File: src/rtl/rrab_pkg.sv
// shared types, constants and helper functions for the rounded rect alpha blend unit
// no dependencies
`default_nettype none

package rrab_pkg;

  localparam int SIZE_BITS      = 13;
  localparam int RAD_BITS       = 12;
  localparam int COLOR_BITS     = 24;
  localparam int ALPHA_BITS     = 8;
  localparam int SHIFT_BITS     = 5;
  localparam int PIX_BITS       = 32;
  localparam int CH_BITS        = 8;
  localparam int MIX_BITS       = 2 * CH_BITS;
  localparam int SQ_BITS        = 2 * RAD_BITS;
  localparam int CFG_DATA_BITS  = 24;
  localparam int CFG_INDEX_BITS = 3;

  localparam logic [CFG_INDEX_BITS-1:0] REG_RECT_WIDTH    = 3'd0;
  localparam logic [CFG_INDEX_BITS-1:0] REG_RECT_HEIGHT   = 3'd1;
  localparam logic [CFG_INDEX_BITS-1:0] REG_CORNER_RADIUS = 3'd2;
  localparam logic [CFG_INDEX_BITS-1:0] REG_BLEND_COLOR   = 3'd3;
  localparam logic [CFG_INDEX_BITS-1:0] REG_BLEND_ALPHA   = 3'd4;
  localparam logic [CFG_INDEX_BITS-1:0] REG_RED_SHIFT     = 3'd5;
  localparam logic [CFG_INDEX_BITS-1:0] REG_GREEN_SHIFT   = 3'd6;
  localparam logic [CFG_INDEX_BITS-1:0] REG_BLUE_SHIFT    = 3'd7;

  localparam logic [ALPHA_BITS-1:0] ALPHA_FULL        = 8'd255;
  localparam logic [SHIFT_BITS-1:0] RED_SHIFT_RESET   = 5'd16;
  localparam logic [SHIFT_BITS-1:0] GREEN_SHIFT_RESET = 5'd8;
  localparam logic [SHIFT_BITS-1:0] BLUE_SHIFT_RESET  = 5'd0;

  typedef struct packed {
    logic [SIZE_BITS-1:0]  rect_width;
    logic [SIZE_BITS-1:0]  rect_height;
    logic [RAD_BITS-1:0]   corner_radius;
    logic [COLOR_BITS-1:0] blend_color;
    logic [ALPHA_BITS-1:0] blend_alpha;
    logic [SHIFT_BITS-1:0] red_shift;
    logic [SHIFT_BITS-1:0] green_shift;
    logic [SHIFT_BITS-1:0] blue_shift;
  } cfg_t;

  typedef struct packed {
    logic s1_en;
    logic s2_en;
    logic s3_en;
  } pipe_ctl_t;

  function automatic logic [CH_BITS-1:0] take_byte(input logic [PIX_BITS-1:0] word,
                                                   input logic [SHIFT_BITS-1:0] pos);
    logic [PIX_BITS-1:0] sh;
    sh = word >> pos;
    return sh[CH_BITS-1:0];
  endfunction

  function automatic logic [PIX_BITS-1:0] place_byte(input logic [CH_BITS-1:0] v,
                                                     input logic [SHIFT_BITS-1:0] pos);
    logic [PIX_BITS-1:0] w;
    w = {{(PIX_BITS-CH_BITS){1'b0}}, v} << pos;
    return w;
  endfunction

  // exact x / 255 for x up to 255 * 255
  function automatic logic [CH_BITS-1:0] div255(input logic [MIX_BITS-1:0] x);
    logic [MIX_BITS-1:0] s;
    s = x + {{CH_BITS{1'b0}}, x[MIX_BITS-1:CH_BITS]} + MIX_BITS'(1);
    return s[MIX_BITS-1:CH_BITS];
  endfunction

endpackage

`default_nettype wire

File: src/rtl/rounded_rect_alpha_blend_unit.sv
// path: a transferred pixel is registered in stage 1, stage 2, then the stage 3 output register
// throughput: one pixel per cycle; each of the three stages holds while the next is full
// and stalled, and an empty stage takes new data even while the output is stalled
// reset: rst clears all stage valid bits and loads the register reset values
// depends on rrab_pkg, rrab_cfg, rrab_shape, rrab_blend
`default_nettype none

module rounded_rect_alpha_blend_unit
  import rrab_pkg::*;
#(
  parameter int COORD_BITS = 12
) (
  input  wire logic                      clk,
  input  wire logic                      rst,
  input  wire logic                      cfg_we,
  input  wire logic [CFG_INDEX_BITS-1:0] cfg_index,
  input  wire logic [CFG_DATA_BITS-1:0]  cfg_data,
  input  wire logic                      in_valid,
  output logic                           in_stall,
  input  wire logic [COORD_BITS-1:0]     col,
  input  wire logic [COORD_BITS-1:0]     row,
  input  wire logic [PIX_BITS-1:0]       dest_pixel,
  output logic                           out_valid,
  input  wire logic                      out_stall,
  output logic [PIX_BITS-1:0]            new_pixel,
  output logic                           write_enable
);

  cfg_t                cfg;
  pipe_ctl_t           ctl;
  logic                v1, v2, v3;
  logic                covered;
  logic [PIX_BITS-1:0] blended, passed;

  assign ctl.s3_en = !v3 || !out_stall;
  assign ctl.s2_en = !v2 || ctl.s3_en;
  assign ctl.s1_en = !v1 || ctl.s2_en;
  assign in_stall  = !ctl.s1_en;

  always_ff @(posedge clk) begin
    if (rst) begin
      v1 <= 1'b0;
      v2 <= 1'b0;
      v3 <= 1'b0;
    end else begin
      if (ctl.s1_en) begin
        v1 <= in_valid;
      end
      if (ctl.s2_en) begin
        v2 <= v1;
      end
      if (ctl.s3_en) begin
        v3 <= v2;
      end
    end
  end

  rrab_cfg u_cfg (
    .clk       (clk),
    .rst       (rst),
    .cfg_we    (cfg_we),
    .cfg_index (cfg_index),
    .cfg_data  (cfg_data),
    .cfg       (cfg)
  );

  rrab_shape #(
    .COORD_BITS (COORD_BITS)
  ) u_shape (
    .clk     (clk),
    .ctl     (ctl),
    .cfg     (cfg),
    .col     (col),
    .row     (row),
    .covered (covered)
  );

  rrab_blend u_blend (
    .clk        (clk),
    .ctl        (ctl),
    .cfg        (cfg),
    .dest_pixel (dest_pixel),
    .blended    (blended),
    .passed     (passed)
  );

  assign out_valid    = v3;
  assign write_enable = covered;
  assign new_pixel    = covered ? blended : passed;

endmodule

`default_nettype wire

File: src/rtl/rrab_cfg.sv
// configuration register file of the rounded rect alpha blend unit
// depends on rrab_pkg
`default_nettype none

module rrab_cfg
  import rrab_pkg::*;
(
  input  wire logic                      clk,
  input  wire logic                      rst,
  input  wire logic                      cfg_we,
  input  wire logic [CFG_INDEX_BITS-1:0] cfg_index,
  input  wire logic [CFG_DATA_BITS-1:0]  cfg_data,
  output cfg_t                           cfg
);

  always_ff @(posedge clk) begin
    if (rst) begin
      cfg.rect_width    <= '0;
      cfg.rect_height   <= '0;
      cfg.corner_radius <= '0;
      cfg.blend_color   <= '0;
      cfg.blend_alpha   <= ALPHA_FULL;
      cfg.red_shift     <= RED_SHIFT_RESET;
      cfg.green_shift   <= GREEN_SHIFT_RESET;
      cfg.blue_shift    <= BLUE_SHIFT_RESET;
    end else if (cfg_we) begin
      unique case (cfg_index)
        REG_RECT_WIDTH:    cfg.rect_width    <= cfg_data[SIZE_BITS-1:0];
        REG_RECT_HEIGHT:   cfg.rect_height   <= cfg_data[SIZE_BITS-1:0];
        REG_CORNER_RADIUS: cfg.corner_radius <= cfg_data[RAD_BITS-1:0];
        REG_BLEND_COLOR:   cfg.blend_color   <= cfg_data[COLOR_BITS-1:0];
        REG_BLEND_ALPHA:   cfg.blend_alpha   <= cfg_data[ALPHA_BITS-1:0];
        REG_RED_SHIFT:     cfg.red_shift     <= cfg_data[SHIFT_BITS-1:0];
        REG_GREEN_SHIFT:   cfg.green_shift   <= cfg_data[SHIFT_BITS-1:0];
        REG_BLUE_SHIFT:    cfg.blue_shift    <= cfg_data[SHIFT_BITS-1:0];
        default: ;
      endcase
    end
  end

endmodule

`default_nettype wire

File: src/rtl/rrab_shape.sv
// three-stage rounded rectangle coverage test: bounds and corner offsets,
// squares, then distance compare; depends on rrab_pkg
`default_nettype none

module rrab_shape
  import rrab_pkg::*;
#(
  parameter int COORD_BITS = 12
) (
  input  wire logic                  clk,
  input  wire pipe_ctl_t             ctl,
  input  wire cfg_t                  cfg,
  input  wire logic [COORD_BITS-1:0] col,
  input  wire logic [COORD_BITS-1:0] row,
  output logic                       covered
);

  localparam int SW = ((COORD_BITS > SIZE_BITS) ? COORD_BITS : SIZE_BITS) + 2;

  logic [SW-1:0]       px, py, wsz, hsz, rad;
  logic [SW-1:0]       dx_full, dy_full;
  logic                in_bounds;

  logic                inb1;
  logic [RAD_BITS-1:0] dx1, dy1;
  logic                inb2;
  logic [SQ_BITS-1:0]  dxsq2, dysq2, radsq2;

  assign px  = SW'(col);
  assign py  = SW'(row);
  assign wsz = SW'(cfg.rect_width);
  assign hsz = SW'(cfg.rect_height);
  assign rad = SW'(cfg.corner_radius);

  assign in_bounds = (px < wsz) && (py < hsz);

  // offset from the inset corner point, bounded by the radius when in bounds
  always_comb begin
    priority if (px < rad) begin
      dx_full = rad - px;
    end else if (px + rad >= wsz) begin
      dx_full = px + rad + SW'(1) - wsz;
    end else begin
      dx_full = '0;
    end
    priority if (py < rad) begin
      dy_full = rad - py;
    end else if (py + rad >= hsz) begin
      dy_full = py + rad + SW'(1) - hsz;
    end else begin
      dy_full = '0;
    end
  end

  always_ff @(posedge clk) begin
    if (ctl.s1_en) begin
      inb1 <= in_bounds;
      dx1  <= dx_full[RAD_BITS-1:0];
      dy1  <= dy_full[RAD_BITS-1:0];
    end
    if (ctl.s2_en) begin
      inb2   <= inb1;
      dxsq2  <= SQ_BITS'(dx1) * SQ_BITS'(dx1);
      dysq2  <= SQ_BITS'(dy1) * SQ_BITS'(dy1);
      radsq2 <= SQ_BITS'(cfg.corner_radius) * SQ_BITS'(cfg.corner_radius);
    end
    if (ctl.s3_en) begin
      covered <= inb2 && (({1'b0, dxsq2} + {1'b0, dysq2}) <= {1'b0, radsq2});
    end
  end

endmodule

`default_nettype wire

File: src/rtl/rrab_blend.sv
// three-stage channel blend: unpack, weighted products, divide by 255 and repack
// depends on rrab_pkg
`default_nettype none

module rrab_blend
  import rrab_pkg::*;
(
  input  wire logic                clk,
  input  wire pipe_ctl_t           ctl,
  input  wire cfg_t                cfg,
  input  wire logic [PIX_BITS-1:0] dest_pixel,
  output logic [PIX_BITS-1:0]      blended,
  output logic [PIX_BITS-1:0]      passed
);

  logic [CH_BITS-1:0]  dr1, dg1, db1;
  logic [PIX_BITS-1:0] dest1, dest2;
  logic [MIX_BITS-1:0] mr2, mg2, mb2;
  logic [CH_BITS-1:0]  sr, sg, sb, a, ia;

  assign sr = cfg.blend_color[23:16];
  assign sg = cfg.blend_color[15:8];
  assign sb = cfg.blend_color[7:0];
  assign a  = cfg.blend_alpha;
  assign ia = ALPHA_FULL - cfg.blend_alpha;

  always_ff @(posedge clk) begin
    if (ctl.s1_en) begin
      dr1   <= take_byte(dest_pixel, cfg.red_shift);
      dg1   <= take_byte(dest_pixel, cfg.green_shift);
      db1   <= take_byte(dest_pixel, cfg.blue_shift);
      dest1 <= dest_pixel;
    end
    if (ctl.s2_en) begin
      mr2   <= {8'd0, sr} * {8'd0, a} + {8'd0, dr1} * {8'd0, ia};
      mg2   <= {8'd0, sg} * {8'd0, a} + {8'd0, dg1} * {8'd0, ia};
      mb2   <= {8'd0, sb} * {8'd0, a} + {8'd0, db1} * {8'd0, ia};
      dest2 <= dest1;
    end
    if (ctl.s3_en) begin
      blended <= place_byte(div255(mr2), cfg.red_shift)
               | place_byte(div255(mg2), cfg.green_shift)
               | place_byte(div255(mb2), cfg.blue_shift);
      passed  <= dest2;
    end
  end

endmodule

`default_nettype wire

File: config.mk
export PLATFORM = sky130hd
export DESIGN_NAME = rounded_rect_alpha_blend_unit
export DESIGN_NICKNAME = d
export VERILOG_FILES = /design/src/rtl/rrab_pkg.sv /design/src/rtl/rounded_rect_alpha_blend_unit.sv /design/src/rtl/rrab_cfg.sv /design/src/rtl/rrab_shape.sv /design/src/rtl/rrab_blend.sv
export SDC_FILE = /design/constraint.sdc
export NUM_CORES = 2
export LEC_CHECK = 0
export ABC_AREA = 1
export BUFFER_PORTS_ARGS = -buffer_cell sky130_fd_sc_hd__buf_2
export CAP_MARGIN = 20
export CORE_ASPECT_RATIO = 1.1
export CORE_MARGIN = 3
export CORE_UTILIZATION = 51
export CTS_BUF_LIST = sky130_fd_sc_hd__clkbuf_8
export DETAILED_ROUTE_END_ITERATION = 8
export PLACE_DENSITY = 0.77
export SLEW_MARGIN = 20
export SYNTH_ARGS = -nofsm -noshare
export SYNTH_HDL_FRONTEND = slang
export SYNTH_SLANG_ARGS = --single-unit
export TNS_END_PERCENT = 5
File: constraint.sdc
create_clock -name clk -period 7.1 [get_ports clk]
set_input_delay 0 -clock clk [delete_from_list [all_inputs] [get_ports clk]]
set_output_delay 0 -clock clk [all_outputs]
set_load 0.02 [all_outputs]
==> run_results.csv <==
group,metric,value,unit
setup_path,cp-end-kind,"flip-flop",
detailed_routing,vias,42416,
layout,area_growth,7.66,%
placed_design,gp_congestion,1.01,
synth,synthCells,6306,
detailed_routing,drc,0,
global_route,overflow,0,
placed_design,post_dp_cell_area,52000,um2
sta,fin_tns_setup,0,ps
setup_path,worstRegToRegCells,21,
clock_network,cts_buffers,71,
setup_path,crit_family,"adder cells",
layout,nets,7567,
setup_path,crit_top_cell,"fa_1",
synth,synth_edf_count,296,
job,max_cap_violations,0,
clock_network,cts_buffer_depth,3,
global_route,antenna_found_initial,9,
sta,fin_crit_sh,86.9,%
setup_path,cp.required,7510,ps
sta,setup_viol,0,
setup_path,crit_type,"flip-flop to flip-flop",
synth,synth_top_family_by_area,"adder cells",
detailed_routing,ant_nets,0,
global_route,grt_usage,28.1,%
hold_path,min_from,"col[11]",
sta,rsz0062_at_grt,"false",
setup_path,reg2reg_slack,930,ps
synth,syn_avg_cell_area,7.99,um2
clock_network,cts_tree,"built",
detailed_routing,drt_iter0_drc,3909,
clock_network,cts.clk_slew.worst_paths,60,ps
sta,slew_violations,0,
synth,ys_types,68,
die,start_util,51.6,%
sta,hold_violations,0,
layout,fillers,8906,
clock_network,insertion_delay,690,ps
setup_path,slowest_stage,"dfxtp_1",
setup_path,worstPathMaxFanout,19,
placed_design,place_hpwl,114000,um
detailed_routing,met2_length,70100,um
layout,drive_gt1_share,5.85,%
detailed_routing,top_layer_used,"met5",
synth,seq_area_frac_synth,21.1,%
detailed_routing,wl_met3,10200,um
detailed_routing,m1WireLength,55300,um
pwr,power_density,381,nW/um2
synth,synth-main-ff-cell,"edfxtp_1",
synth,synth_adder_area_share,34.9,%
synth,netlist_area,50400,um2
sta,maxSlewHeadroom,29.5,%
placed_design,port_buffers,122,
die,die_w,306,um
synth,synth_compound_area_share,9.45,%
sta,period_needed,6170,ps
setup_path,cpPeakStageDelay,990,ps
synth,async_flop_share,0,%
sta,max_freq,0.162,GHz
setup_path,path_buf_inv,5,
die,die_area,103000,um2
hold_path,min_path_type,"input port to flip-flop",
setup_path,reg2reg_to,"u_blend.mg2[14]$_DFFE_PP_",
pwr,peakVddDrop,654,uV
layout,stdcell_area,54200,um2
detailed_routing,drt-total-wl,143000,um
pwr,power.total,20700,uW
synth,yosys.area_share.xor_xnor,3.34,%
setup_path,crit_arrival,6580,ps
synth,yosys.area_share.simple,17.1,%
detailed_routing,viasPerCell,5.49,
global_route,grt_pass1_wl,227000,um
clock_network,clock-sinks,384,
setup_path,rr_startpoint,"u_cfg.cfg[16]$_SDFFE_PP1P_",
synth,yosys_warnings,0,
synth,synth.area.mux_share,1.25,%
layout,layout_common_cells,"inv_1 (1452), nand2_1 (1171), ha_1 (549), fa_1 (536), nor2_1 (374)",
die,die_y,336,um
global_route,grt_max_degree,86,
setup_path,path_cells,"inv_1 -> nand2_1 -> fa_1 -> fa_1 -> inv_1 -> fa_1 -> fa_1 -> fa_1 -> inv_1 -> fa_1 -> inv_1 -> ha_1 -> a21oi_1 -> o21ai_0 -> a21oi_1 -> o21ai_0 -> nand2_1 -> inv_1 -> o21ai_0 -> nand2_1 -> xor2_1",
synth,ys_seq_elements,384,
global_route,grt_pass1_vias,42630,
layout,final_common_cell,"inv_1",
die,row_count,120,
detailed_routing,wl_per_cell,18.5,um
die,pin_count,123,
hold_path,hold-path-endpoint,"u_shape.inb1$_DFFE_PN_",
sta,tightestPinTransition,1060,ps
pwr,p_leak,0.0288,uW
clock_network,clock_tree.root_cell,"clkbuf_8",
sta,holdWs,79.7,ps
layout,layout.cells.non_filler,7723,
detailed_routing,drt-pass1-iter-count,9,
placed_design,place_inst,7532,
clock_network,htreeDepth,3,
setup_path,worstSetupStartpointType,"flip-flop",
status,status,"complete, no violations",
hold_path,hold_depth,5,
sta,finClkSkew,57.0,ps
die,fp.coreArea,97600,um2
[final cells by class]
class                      count  area (um2)  area share (%)
inverter                    1461        5490            10.1
multi-input combinational   4236       33300            61.4
clock buffer                  76        1050            1.93
antenna                        1        2.50         0.00461
tap                         1281        1600            2.96
timing repair buffer         240        1670            3.08
clock inverter                44         443           0.817
sequential                   384       10700            19.6
[where the power goes]
| group | switching, uW | total [uW] | internal [uW] |
|---|---|---|---|
| sequential | 581 | 3990 | 3410 |
| combinational | 8950 | 14400 | 5420 |
| clock | 1030 | 2320 | 1290 |
| total | 10600 | 20700 | 10100 |
[sequential cells by signal, summed over array words and instances, names as in the netlist, 12 cells and up]
name / cells
u_shape.dx1: 12
u_blend.dest2: 32
u_blend.mb2: 16
u_blend.dest1: 32
u_shape.dy1: 12
u_cfg.cfg: 85
u_shape.dxsq2: 23
u_blend.mr2: 16
u_blend.passed: 32
u_blend.blended: 32
u_shape.dysq2: 23
u_blend.mg2: 16
u_shape.radsq2: 23
[worst reg2reg max path, cell delays in order (launching register included)]
cell and delay [ps]:
dfxtp_1 990, inv_1 240, nand2_1 190, fa_1 450, fa_1 510, inv_1 50
fa_1 570, fa_1 440, fa_1 490, inv_1 50, fa_1 470, inv_1 50
ha_1 330, a21oi_1 160, o21ai_0 80, a21oi_1 210, o21ai_0 140, nand2_1 80
inv_1 50, o21ai_0 160, nand2_1 90, xor2_1 140
[cell usage after synthesis (10+ instances only)]
cell type / number / area share [%]
o21bai_1: 17 / 0.25
buf_1: 16 / 0.12
a21oi_1: 276 / 2.7
nor2_1: 375 / 2.8
nor4_1: 11 / 0.14
a31oi_1: 15 / 0.19
nand3_1: 325 / 3.2
nand2_1: 1172 / 8.7
nor3_1: 35 / 0.35
dfxtp_1: 88 / 3.5
o22ai_1: 40 / 0.50
o21ai_0: 346 / 3.4
o32a_1: 14 / 0.28
a21o_1: 11 / 0.16
clkinv_1: 11 / 0.082
clkbuf_1: 164 / 1.2
xor2_1: 121 / 2.1
o211ai_1: 29 / 0.43
a211oi_1: 10 / 0.15
buf_2: 42 / 0.42
ha_1: 549 / 14
o221ai_1: 14 / 0.24
mux2i_1: 27 / 0.54
o21ai_1: 12 / 0.12
fa_1: 536 / 21
edfxtp_1: 296 / 18
xnor2_1: 71 / 1.2
nand4_1: 73 / 0.91
inv_1: 1442 / 11
nand2_2: 13 / 0.16
mux2_2: 32 / 0.72
nand3_2: 10 / 0.20
[repair_timing]
item                                    4_1_cts  5_1_grt
buffers inserted                              0        0
hold buffers                                 70        0
hold endpoints to repair                    132        0
endpoints found under the setup margin        0        0
resized for setup                             0        0
[kinds of logic after synthesis]
group,Yosys count
AO/OA/AOI/OAI,840
buffers and inverters,1688
adder cells (fa/ha/maj),1085
XOR/XNOR,192
AND/OR/NAND/NOR,2057
other,1
multiplexers,59
flip-flops,384
[per-layer routing]
layer | global-route usage (%) | up-vias
met5 | 0 | -
met4 | 12.8 | 8
met3 | 4.47 | 453
met1 | 34.1 | 20326
li1 | - | 20019
met2 | 49.1 | 1610
[how the worst max path moves through the flow]
stage / to / depth (start not counted) / slack [ps] / startpoint
2_1_floorplan: u_blend.db1[0]$_DFFE_PN_ / 5 / 230 / out_valid$_SDFFE_PP0P_
3_3_place_gp: u_blend.mg2[14]$_DFFE_PP_ / 21 / 1030 / u_cfg.cfg[16]$_SDFFE_PP1P_
6_report: u_blend.mg2[14]$_DFFE_PP_ / 21 / 930 / u_cfg.cfg[16]$_SDFFE_PP1P_
3_5_place_dp: u_blend.mg2[14]$_DFFE_PP_ / 21 / 990 / u_cfg.cfg[16]$_SDFFE_PP1P_
4_1_cts: u_blend.mg2[14]$_DFFE_PP_ / 21 / 990 / u_cfg.cfg[16]$_SDFFE_PP1P_
5_1_grt: u_blend.mb2[13]$_DFFE_PP_ / 21 / 580 / u_cfg.cfg[16]$_SDFFE_PP1P_
[through the flow]
| stage | setup slack [ps] | utilization [%] |
|---|---|---|
| 2_1_floorplan | 227 | - |
| 3_3_place_gp | 1030 | 53.3 |
| 3_5_place_dp | 988 | 53.3 |
| 4_1_cts | 992 | 55.6 |
| 5_1_grt | 575 | 55.6 |
| 6_report | 927 | 55.6 |
Power figures use the tool's default switching activity.
